===== src/rtl/integer_to_roman_symbols_unit_defines.svh =====
// Assertion macros for the Roman numeral unit.
// Included by the top level; depends on nothing else.
`ifndef INTEGER_TO_ROMAN_SYMBOLS_UNIT_DEFINES_SVH
`define INTEGER_TO_ROMAN_SYMBOLS_UNIT_DEFINES_SVH

// Same-cycle implication, disabled during reset
`define I2R_ASSERT_IMPL(label, clk, rst, ante, cons) \
   label: assert property (@(posedge clk) disable iff (rst) (ante) |-> (cons)) \
      else $error("assertion failed");

// Next-cycle implication, disabled during reset
`define I2R_ASSERT_NEXT(label, clk, rst, ante, cons) \
   label: assert property (@(posedge clk) disable iff (rst) (ante) |=> (cons)) \
      else $error("assertion failed");

`endif


===== src/rtl/i2r_pkg.sv =====
// Shared types, constants and the value table of the Roman numeral unit.
// Used by every module of the unit; depends on nothing.
`default_nettype none

package i2r_pkg;

   localparam int unsigned VALUE_WIDTH       = 22;
   localparam int unsigned AMOUNT_WIDTH      = 20;
   localparam int unsigned INDEX_WIDTH       = 5;
   localparam int unsigned LETTER_WIDTH      = 3;
   localparam int unsigned TABLE_LEN         = 25;
   localparam int unsigned OVERLINED_ENTRIES = 12;

   localparam logic [VALUE_WIDTH-1:0] MAX_VALUE = 22'd3999999;

   // letter codes
   localparam logic [LETTER_WIDTH-1:0] LETTER_I = 3'd0;
   localparam logic [LETTER_WIDTH-1:0] LETTER_V = 3'd1;
   localparam logic [LETTER_WIDTH-1:0] LETTER_X = 3'd2;
   localparam logic [LETTER_WIDTH-1:0] LETTER_L = 3'd3;
   localparam logic [LETTER_WIDTH-1:0] LETTER_C = 3'd4;
   localparam logic [LETTER_WIDTH-1:0] LETTER_D = 3'd5;
   localparam logic [LETTER_WIDTH-1:0] LETTER_M = 3'd6;

   // classified item passed from front to back
   typedef struct packed {
      logic                   error;
      logic [VALUE_WIDTH-1:0] value;
   } job_type;

   // one entry of the greedy value table
   typedef struct packed {
      logic [AMOUNT_WIDTH-1:0] amount;
      logic                    pair;
      logic [LETTER_WIDTH-1:0] first;
      logic [LETTER_WIDTH-1:0] second;
   } entry_type;

   typedef enum logic [1:0] {
      BACK_IDLE,
      BACK_SCAN,
      BACK_SECOND
   } back_state_type;

   function automatic entry_type table_entry(input logic [INDEX_WIDTH-1:0] idx);
      entry_type e;
      case (idx)
         5'd0:    e = '{20'd1000000, 1'b0, LETTER_M, LETTER_I};
         5'd1:    e = '{20'd900000,  1'b1, LETTER_C, LETTER_M};
         5'd2:    e = '{20'd500000,  1'b0, LETTER_D, LETTER_I};
         5'd3:    e = '{20'd400000,  1'b1, LETTER_C, LETTER_D};
         5'd4:    e = '{20'd100000,  1'b0, LETTER_C, LETTER_I};
         5'd5:    e = '{20'd90000,   1'b1, LETTER_X, LETTER_C};
         5'd6:    e = '{20'd50000,   1'b0, LETTER_L, LETTER_I};
         5'd7:    e = '{20'd40000,   1'b1, LETTER_X, LETTER_L};
         5'd8:    e = '{20'd10000,   1'b0, LETTER_X, LETTER_I};
         5'd9:    e = '{20'd9000,    1'b1, LETTER_I, LETTER_X};
         5'd10:   e = '{20'd5000,    1'b0, LETTER_V, LETTER_I};
         5'd11:   e = '{20'd4000,    1'b1, LETTER_I, LETTER_V};
         5'd12:   e = '{20'd1000,    1'b0, LETTER_M, LETTER_I};
         5'd13:   e = '{20'd900,     1'b1, LETTER_C, LETTER_M};
         5'd14:   e = '{20'd500,     1'b0, LETTER_D, LETTER_I};
         5'd15:   e = '{20'd400,     1'b1, LETTER_C, LETTER_D};
         5'd16:   e = '{20'd100,     1'b0, LETTER_C, LETTER_I};
         5'd17:   e = '{20'd90,      1'b1, LETTER_X, LETTER_C};
         5'd18:   e = '{20'd50,      1'b0, LETTER_L, LETTER_I};
         5'd19:   e = '{20'd40,      1'b1, LETTER_X, LETTER_L};
         5'd20:   e = '{20'd10,      1'b0, LETTER_X, LETTER_I};
         5'd21:   e = '{20'd9,       1'b1, LETTER_I, LETTER_X};
         5'd22:   e = '{20'd5,       1'b0, LETTER_V, LETTER_I};
         5'd23:   e = '{20'd4,       1'b1, LETTER_I, LETTER_V};
         default: e = '{20'd1,       1'b0, LETTER_I, LETTER_I};
      endcase
      return e;
   endfunction

endpackage

`default_nettype wire


===== src/rtl/i2r_front.sv =====
// Front end: accepts numbers, flags invalid ones and queues them for the back end.
// Depends on i2r_pkg.
`default_nettype none

module i2r_front #(
   parameter int unsigned QUEUE_DEPTH = 2
) (
   input  wire logic                                 clock,
   input  wire logic                                 reset,
   input  wire logic                                 req_push,
   output logic                                      req_full,
   input  wire logic [i2r_pkg::VALUE_WIDTH-1:0]      req_value,
   output logic                                      job_valid,
   output i2r_pkg::job_type                          job,
   input  wire logic                                 job_take
);

   localparam int unsigned PTR_WIDTH   = (QUEUE_DEPTH > 1) ? $clog2(QUEUE_DEPTH) : 1;
   localparam int unsigned COUNT_WIDTH = $clog2(QUEUE_DEPTH + 1);
   localparam logic [PTR_WIDTH-1:0]   LAST_PTR   = PTR_WIDTH'(QUEUE_DEPTH - 1);
   localparam logic [COUNT_WIDTH-1:0] FULL_COUNT = COUNT_WIDTH'(QUEUE_DEPTH);

   i2r_pkg::job_type       queue_ff [QUEUE_DEPTH];
   logic [PTR_WIDTH-1:0]   wr_ptr_ff, wr_ptr_in;
   logic [PTR_WIDTH-1:0]   rd_ptr_ff, rd_ptr_in;
   logic [COUNT_WIDTH-1:0] count_ff, count_in;
   i2r_pkg::job_type       classified;
   logic                   push_ok;
   logic                   pop_ok;

   // classify: zero or beyond the largest numeral is an error
   always_comb begin
      classified.value = req_value;
      classified.error = (req_value == '0) || (req_value > i2r_pkg::MAX_VALUE);
   end

   assign req_full  = (count_ff == FULL_COUNT);
   assign job_valid = (count_ff != '0);
   assign job       = queue_ff[rd_ptr_ff];
   assign push_ok   = req_push && !req_full;
   assign pop_ok    = job_take && job_valid;

   // pointer and fill count update
   always_comb begin
      wr_ptr_in = wr_ptr_ff;
      rd_ptr_in = rd_ptr_ff;
      count_in  = count_ff;
      if (push_ok) begin
         wr_ptr_in = (wr_ptr_ff == LAST_PTR) ? '0 : wr_ptr_ff + 1'b1;
      end
      if (pop_ok) begin
         rd_ptr_in = (rd_ptr_ff == LAST_PTR) ? '0 : rd_ptr_ff + 1'b1;
      end
      if (push_ok && !pop_ok) begin
         count_in = count_ff + 1'b1;
      end else if (pop_ok && !push_ok) begin
         count_in = count_ff - 1'b1;
      end
   end

   always_ff @(posedge clock) begin
      if (reset) begin
         wr_ptr_ff <= '0;
         rd_ptr_ff <= '0;
         count_ff  <= '0;
      end else begin
         wr_ptr_ff <= wr_ptr_in;
         rd_ptr_ff <= rd_ptr_in;
         count_ff  <= count_in;
      end
   end

   // queue storage, no reset needed
   always_ff @(posedge clock) begin
      if (push_ok) begin
         queue_ff[wr_ptr_ff] <= classified;
      end
   end

endmodule

`default_nettype wire


===== src/rtl/i2r_back.sv =====
// Back end: greedy subtraction over the value table, at most one letter per cycle into
// an output register, held while that register is full and not popped. Depends on i2r_pkg.
`default_nettype none

module i2r_back (
   input  wire logic                                 clock,
   input  wire logic                                 reset,
   input  wire logic                                 job_valid,
   input  wire i2r_pkg::job_type                     job,
   output logic                                      job_take,
   output logic                                      back_idle,
   output logic                                      rsp_empty,
   input  wire logic                                 rsp_pop,
   output logic [i2r_pkg::LETTER_WIDTH-1:0]          rsp_letter,
   output logic                                      rsp_overline,
   output logic                                      rsp_error,
   output logic                                      rsp_last
);

   i2r_pkg::back_state_type              state_ff, state_in;
   logic [i2r_pkg::VALUE_WIDTH-1:0]      rest_ff, rest_in;
   logic [i2r_pkg::INDEX_WIDTH-1:0]      idx_ff, idx_in;
   logic                                 out_valid_ff, out_valid_in;
   logic [i2r_pkg::LETTER_WIDTH-1:0]     letter_ff, letter_in;
   logic                                 overline_ff, overline_in;
   logic                                 error_ff, error_in;
   logic                                 last_ff, last_in;
   i2r_pkg::entry_type                   entry;
   logic [i2r_pkg::VALUE_WIDTH-1:0]      amount;
   logic [i2r_pkg::VALUE_WIDTH-1:0]      diff;
   logic                                 fits;
   logic                                 over_entry;
   logic                                 out_free;
   logic                                 emit;

   assign entry      = i2r_pkg::table_entry(idx_ff);
   assign amount     = {{(i2r_pkg::VALUE_WIDTH - i2r_pkg::AMOUNT_WIDTH){1'b0}}, entry.amount};
   assign fits       = (rest_ff >= amount);
   assign diff       = rest_ff - amount;
   assign over_entry = (idx_ff < i2r_pkg::INDEX_WIDTH'(i2r_pkg::OVERLINED_ENTRIES));
   assign out_free   = !out_valid_ff || rsp_pop;

   // sequencer: next state and emitted letter
   always_comb begin
      state_in    = state_ff;
      rest_in     = rest_ff;
      idx_in      = idx_ff;
      letter_in   = letter_ff;
      overline_in = overline_ff;
      error_in    = error_ff;
      last_in     = last_ff;
      emit        = 1'b0;
      job_take    = 1'b0;
      case (state_ff)
         i2r_pkg::BACK_IDLE: begin
            if (job_valid && out_free) begin
               job_take = 1'b1;
               if (job.error) begin
                  emit        = 1'b1;
                  letter_in   = i2r_pkg::LETTER_I;
                  overline_in = 1'b0;
                  error_in    = 1'b1;
                  last_in     = 1'b1;
               end else begin
                  rest_in  = job.value;
                  idx_in   = '0;
                  state_in = i2r_pkg::BACK_SCAN;
               end
            end
         end
         i2r_pkg::BACK_SCAN: begin
            if (!fits) begin
               idx_in = idx_ff + 1'b1;
            end else if (out_free) begin
               emit        = 1'b1;
               letter_in   = entry.first;
               overline_in = over_entry;
               error_in    = 1'b0;
               rest_in     = diff;
               if (entry.pair) begin
                  last_in  = 1'b0;
                  state_in = i2r_pkg::BACK_SECOND;
               end else begin
                  last_in = (diff == '0);
                  if (diff == '0) begin
                     state_in = i2r_pkg::BACK_IDLE;
                  end
               end
            end
         end
         i2r_pkg::BACK_SECOND: begin
            // amount was already taken off with the first letter
            if (out_free) begin
               emit        = 1'b1;
               letter_in   = entry.second;
               overline_in = over_entry;
               error_in    = 1'b0;
               last_in     = (rest_ff == '0);
               state_in    = (rest_ff == '0) ? i2r_pkg::BACK_IDLE : i2r_pkg::BACK_SCAN;
            end
         end
         default: begin
            state_in = i2r_pkg::BACK_IDLE;
         end
      endcase
      out_valid_in = emit || (out_valid_ff && !rsp_pop);
   end

   always_ff @(posedge clock) begin
      if (reset) begin
         state_ff     <= i2r_pkg::BACK_IDLE;
         out_valid_ff <= 1'b0;
      end else begin
         state_ff     <= state_in;
         out_valid_ff <= out_valid_in;
      end
   end

   // datapath and output payload, no reset needed
   always_ff @(posedge clock) begin
      rest_ff     <= rest_in;
      idx_ff      <= idx_in;
      letter_ff   <= letter_in;
      overline_ff <= overline_in;
      error_ff    <= error_in;
      last_ff     <= last_in;
   end

   assign back_idle    = (state_ff == i2r_pkg::BACK_IDLE);
   assign rsp_empty    = !out_valid_ff;
   assign rsp_letter   = letter_ff;
   assign rsp_overline = overline_ff;
   assign rsp_error    = error_ff;
   assign rsp_last     = last_ff;

endmodule

`default_nettype wire


===== src/rtl/integer_to_roman_symbols_unit.sv =====
// Roman numeral unit (vinculum form), top level. An error result goes straight from the
// queue into the output register when the back end takes it; a valid number is loaded
// into the sequencer, which walks the value table and emits the letters of each entry
// that fits into the output register. The back end takes a new number only when idle,
// while a queue of QUEUE_DEPTH entries (2 by default) runs ahead.
// Reset: synchronous, active high; queue and output register come up empty.
`default_nettype none
`include "integer_to_roman_symbols_unit_defines.svh"

module integer_to_roman_symbols_unit #(
   parameter int unsigned QUEUE_DEPTH = 2
) (
   input  wire logic                                 clock,
   input  wire logic                                 reset,
   input  wire logic                                 req_push,
   output logic                                      req_full,
   input  wire logic [i2r_pkg::VALUE_WIDTH-1:0]      req_value,
   output logic                                      rsp_empty,
   input  wire logic                                 rsp_pop,
   output logic [i2r_pkg::LETTER_WIDTH-1:0]          rsp_letter,
   output logic                                      rsp_overline,
   output logic                                      rsp_error,
   output logic                                      rsp_last
);

   logic             job_valid;
   logic             job_take;
   logic             back_idle;
   i2r_pkg::job_type job;

   i2r_front #(
      .QUEUE_DEPTH (QUEUE_DEPTH)
   ) u_front (
      .clock     (clock),
      .reset     (reset),
      .req_push  (req_push),
      .req_full  (req_full),
      .req_value (req_value),
      .job_valid (job_valid),
      .job       (job),
      .job_take  (job_take)
   );

   i2r_back u_back (
      .clock        (clock),
      .reset        (reset),
      .job_valid    (job_valid),
      .job          (job),
      .job_take     (job_take),
      .back_idle    (back_idle),
      .rsp_empty    (rsp_empty),
      .rsp_pop      (rsp_pop),
      .rsp_letter   (rsp_letter),
      .rsp_overline (rsp_overline),
      .rsp_error    (rsp_error),
      .rsp_last     (rsp_last)
   );

   // an error result stands alone with cleared letter fields
   `I2R_ASSERT_IMPL(a_error_alone, clock, reset, !rsp_empty && rsp_error,
      rsp_last && (rsp_letter == i2r_pkg::LETTER_I) && !rsp_overline)

   // with the sequencer idle, any waiting letter closes its numeral
   `I2R_ASSERT_IMPL(a_idle_last, clock, reset, back_idle && !rsp_empty, rsp_last)

   // a valid number taken by the back end starts the sequencer
   `I2R_ASSERT_NEXT(a_take_idle, clock, reset, job_take && !job.error, !back_idle)

endmodule

`default_nettype wire

===== config.mk =====
export PLATFORM = sky130hd
export DESIGN_NAME = integer_to_roman_symbols_unit
export DESIGN_NICKNAME = d
export VERILOG_FILES = /design/src/rtl/i2r_pkg.sv /design/src/rtl/i2r_front.sv /design/src/rtl/i2r_back.sv /design/src/rtl/integer_to_roman_symbols_unit.sv
export VERILOG_INCLUDE_DIRS = /design/src /design/src/rtl
export SDC_FILE = /design/constraint.sdc
export NUM_CORES = 1
export LEC_CHECK = 0
export ABC_AREA = 0
export BUFFER_PORTS_ARGS = -buffer_cell sky130_fd_sc_hd__buf_2
export CAP_MARGIN = 30
export CORE_AREA = 2 2 129 156
export DETAILED_ROUTE_END_ITERATION = 8
export DIE_AREA = 0 0 131 158
export PLACE_DENSITY = 0.55
export SLEW_MARGIN = 20
export SYNTH_ARGS = -nofsm -noshare
export SYNTH_HDL_FRONTEND = slang
export SYNTH_HIERARCHICAL = 1
export SYNTH_SLANG_ARGS = --single-unit

===== constraint.sdc =====
create_clock -name clock -period 8.2 [get_ports clock]
set_clock_uncertainty 0.2 [all_clocks]
set_input_delay 1.64 -clock clock [delete_from_list [all_inputs] [get_ports clock]]
set_output_delay 1.64 -clock clock [all_outputs]
set_load 0.005 [all_outputs]

==> metrics <==
Final Critical Period around 4.5 ns; core area between 0.015 and 0.02 sq mm; most used cell, CP ha_1; Clk Latency, worst-skew pair around 0.41 ns; Post-Syn Nets around 700; Ys Warns 6; Fin Setup TNS 0 ns; period utilization 0.546; most common cell after layout, fill and taps aside edfxtp_1; CTS tree built; Post-DRT Antenna Nets 0; root buf cell clkbuf_16; outcome finished clean; fraction of the mapped netlist area in adder cells 0.0727; post-synthesis sequential area ratio 0.462; Clock Sinks between 100 and 150; GPL Wtd Cong 0.900; antenna violations before repair 0; largest net degree at the start of global routing 37; Area Overhead vs Synth 15.2%; main combinational cell family by area after synthesis compound AO/OA/AOI/OAI gates; Initial DRC Count around 370; CP max stage cell a211oi_1; Tightest Pin Transition between 0.8 and 0.9 ns; Setup Buffers After CTS 0; multiplexer area fraction after synthesis 0.0864; Hold Fails Final Rpt 0; WL final 16.7 mm; Post-CTS Resized 0; Tot GR Track Use 0.170; Compound-Gate Fraction of Synth Area 0.178; Worst path max stage delay roughly 0.55 ns; crit path capture type flip-flop; #FFs+latches synth 114; commonest non-fill, non-tap cells in the layout 79 x edfxtp_1, 46 x nor2_1, 44 x inv_1, 43 x nand2_1, 41 x a21oi_1; XOR/XNOR Fraction of Synth Area 0.0211; Max-Cap Viols 0; mapped cell area between 0.006 and 0.007 sq mm; Critical Path RT about 8.3 ns; worst endpoint data arrival time about 4.6 ns; CP top delay family compound AO/OA/AOI/OAI gates; hold buffer count at CTS 0; clock tree buffer depth 2; final setup fails 0; fmax 223 MHz; crit-path cells ha_1, a21oi_1, o211ai_1, nor2_1, a211oi_2, a211oi_1, o21ai_0, a31oi_4, clkinv_1, ha_1, mux2_4, a221oi_2; fin. max-slew vios 0; number of synthesized flops with an enable pin between 70 and 80; vias post-DR 5,084; DRC violations left 0; Unique masters post-synth between 70 and 80; CTS Buf Count 17; die height 158 microns; Total Nets Final ~730; Remaining Overflow, GRT 0; first-pass GRT wire length roughly 27 mm; Syn Inst Count between 600 and 700; Post-synth ARST share 0; PortBufs 33; hpwl dp around 13 mm; Worst-path clk slew approximately 0.060 ns; Slew Limit Headroom 0.458; H-tree Lvls 4; buffers plus inverters on the worst setup path 1; # rows 56; Avg Inst Size Synth about 10 sq um; Initial DRT Pass Iterations 5; post-synthesis simple-gate area fraction 0.134; critical path class reg2reg; Die Span X ~130 microns; crit-path max FO 11; I/O pin cnt 34; type of the most critical hold path reg2reg; Starting Density 0.345; Ant. Diodes 0; wire per inst approximately 18 microns; unrepaired setup endpoints after global routing no; die area about 0.021 sq mm; layout cell share with drive strength beyond 1 0.186; crit start category flip-flop; ys flop type edfxtp_1; vias per std cell 5.39; number of global-route vias before repair approximately 5,100
-- Yosys cell counts (3+ instances only) --
cell type  instances  area [sq um]
a2111oi_0          4          35.0
a22o_1             4          35.0
nor2b_1            7          43.8
o211ai_1           6          45.0
and2_1             4          25.0
xnor2_1            6          52.6
inv_1             44           165
xor2_1            10          87.6
or3_1              6          37.5
nand3_1           19          95.1
o31ai_1            6          45.0
o21ai_0           33           165
mux2_2            37           417
clkbuf_1          10          37.5
ha_1              37           463
nand2b_1           5          31.3
o22ai_1            3          18.8
mux2i_1           12           120
nor4_1            10          62.6
buf_2              9          45.0
o21a_1             5          37.5
nor3_1            14          70.1
a31oi_1            6          37.5
edfxtp_1          79          2370
nand2_1           43           161
nand4_1            8          50.1
a21o_1            14           105
a211oi_1          11          82.6
a22oi_1            4          30.0
nor2_1            47           176
dfxtp_1           35           701
a21oi_1           41           205
and3_1             6          37.5
-- worst register-to-register path, cell delays in order, from the launching register on --
cell and delay (ns):
edfxtp_1 0.42, ha_1 0.40, a21oi_1 0.34, o211ai_1 0.23, nor2_1 0.25, a211oi_2 0.12
a211oi_1 0.55, o21ai_0 0.28, a31oi_4 0.32, clkinv_1 0.36, ha_1 0.37, mux2_4 0.29
a221oi_2 0.28
-- layer usage --
metal / global-route usage / vias to the layer above / part of all wire
li1: - / 2459 / -
met1: 0.209 / 2474 / 0.43
met2: 0.289 / 124 / 0.50
met3: 0.0301 / 27 / 0.033
met4: 0.0740 / 0 / 0.031
met5: 0 / - / 0
-- path summary, 6_finish.rpt --
kind	from	end	slack (ns)	depth (start not counted)
worst max-delay path	u_back/rest_ff[7]$_DFFE_PP_	u_back/entry[16]$_SDFF_PP0_	3.72	12
worst min register to register	u_front/wr_ptr_ff$_SDFFE_PP0P_	u_front/wr_ptr_ff$_SDFFE_PP0P_	0.30	2
worst min-delay path	u_front/wr_ptr_ff$_SDFFE_PP0P_	u_front/wr_ptr_ff$_SDFFE_PP0P_	0.30	2
worst max register to register	u_back/rest_ff[7]$_DFFE_PP_	u_back/entry[16]$_SDFF_PP0_	3.72	12
-- stage by stage --
step / hold WS, ns / setup WS, ns / cells / area, sq um / utilization
after floorplan: 0.252 / 3.94 / 639 / 6650 / -
after global placement: 0.273 / 3.71 / 908 / 7020 / 0.364
after detailed placement: 0.291 / 3.63 / 910 / 7040 / 0.366
after CTS: 0.299 / 3.76 / 942 / 7630 / 0.396
after global routing: 0.358 / 3.49 / 944 / 7660 / 0.397
final: 0.296 / 3.72 / 944 / 7660 / 0.397
-- area by class of cell --
class / instances / area (sq um)
fill: 1877 / 11600
multi-input combinational: 453 / 3270
sequential: 114 / 3070
clock buffer: 17 / 425
tap: 261 / 327
timing repair buffer: 38 / 229
inverter: 46 / 173
clock inverter: 15 / 158
-- state kept, by name, indices dropped and copies added (netlist names), named ones only --
name,cells
u_back/entry,27
u_back/idx_ff,5
u_back/out_valid_ff,1
u_back/rest_ff,22
u_back/rsp_error,1
u_back/rsp_last,1
u_back/rsp_letter,3
u_back/rsp_overline,1
u_back/state_ff,2
u_front/count_ff,2
u_front/queue_ff,46
u_front/rd_ptr_ff,1
u_front/wr_ptr_ff,1
-- cell families after synthesis --
| group | Yosys count |
|---|---|
| buffers and inverters | 72 |
| flip-flops | 114 |
| XOR/XNOR | 16 |
| adder cells (fa/ha/maj) | 38 |
| multiplexers | 51 |
| AO/OA/AOI/OAI | 167 |
| AND/OR/NAND/NOR | 181 |
Power is not shown: default switching activity piles up to over one toggle a cycle in this logic, so the estimate is an artifact.
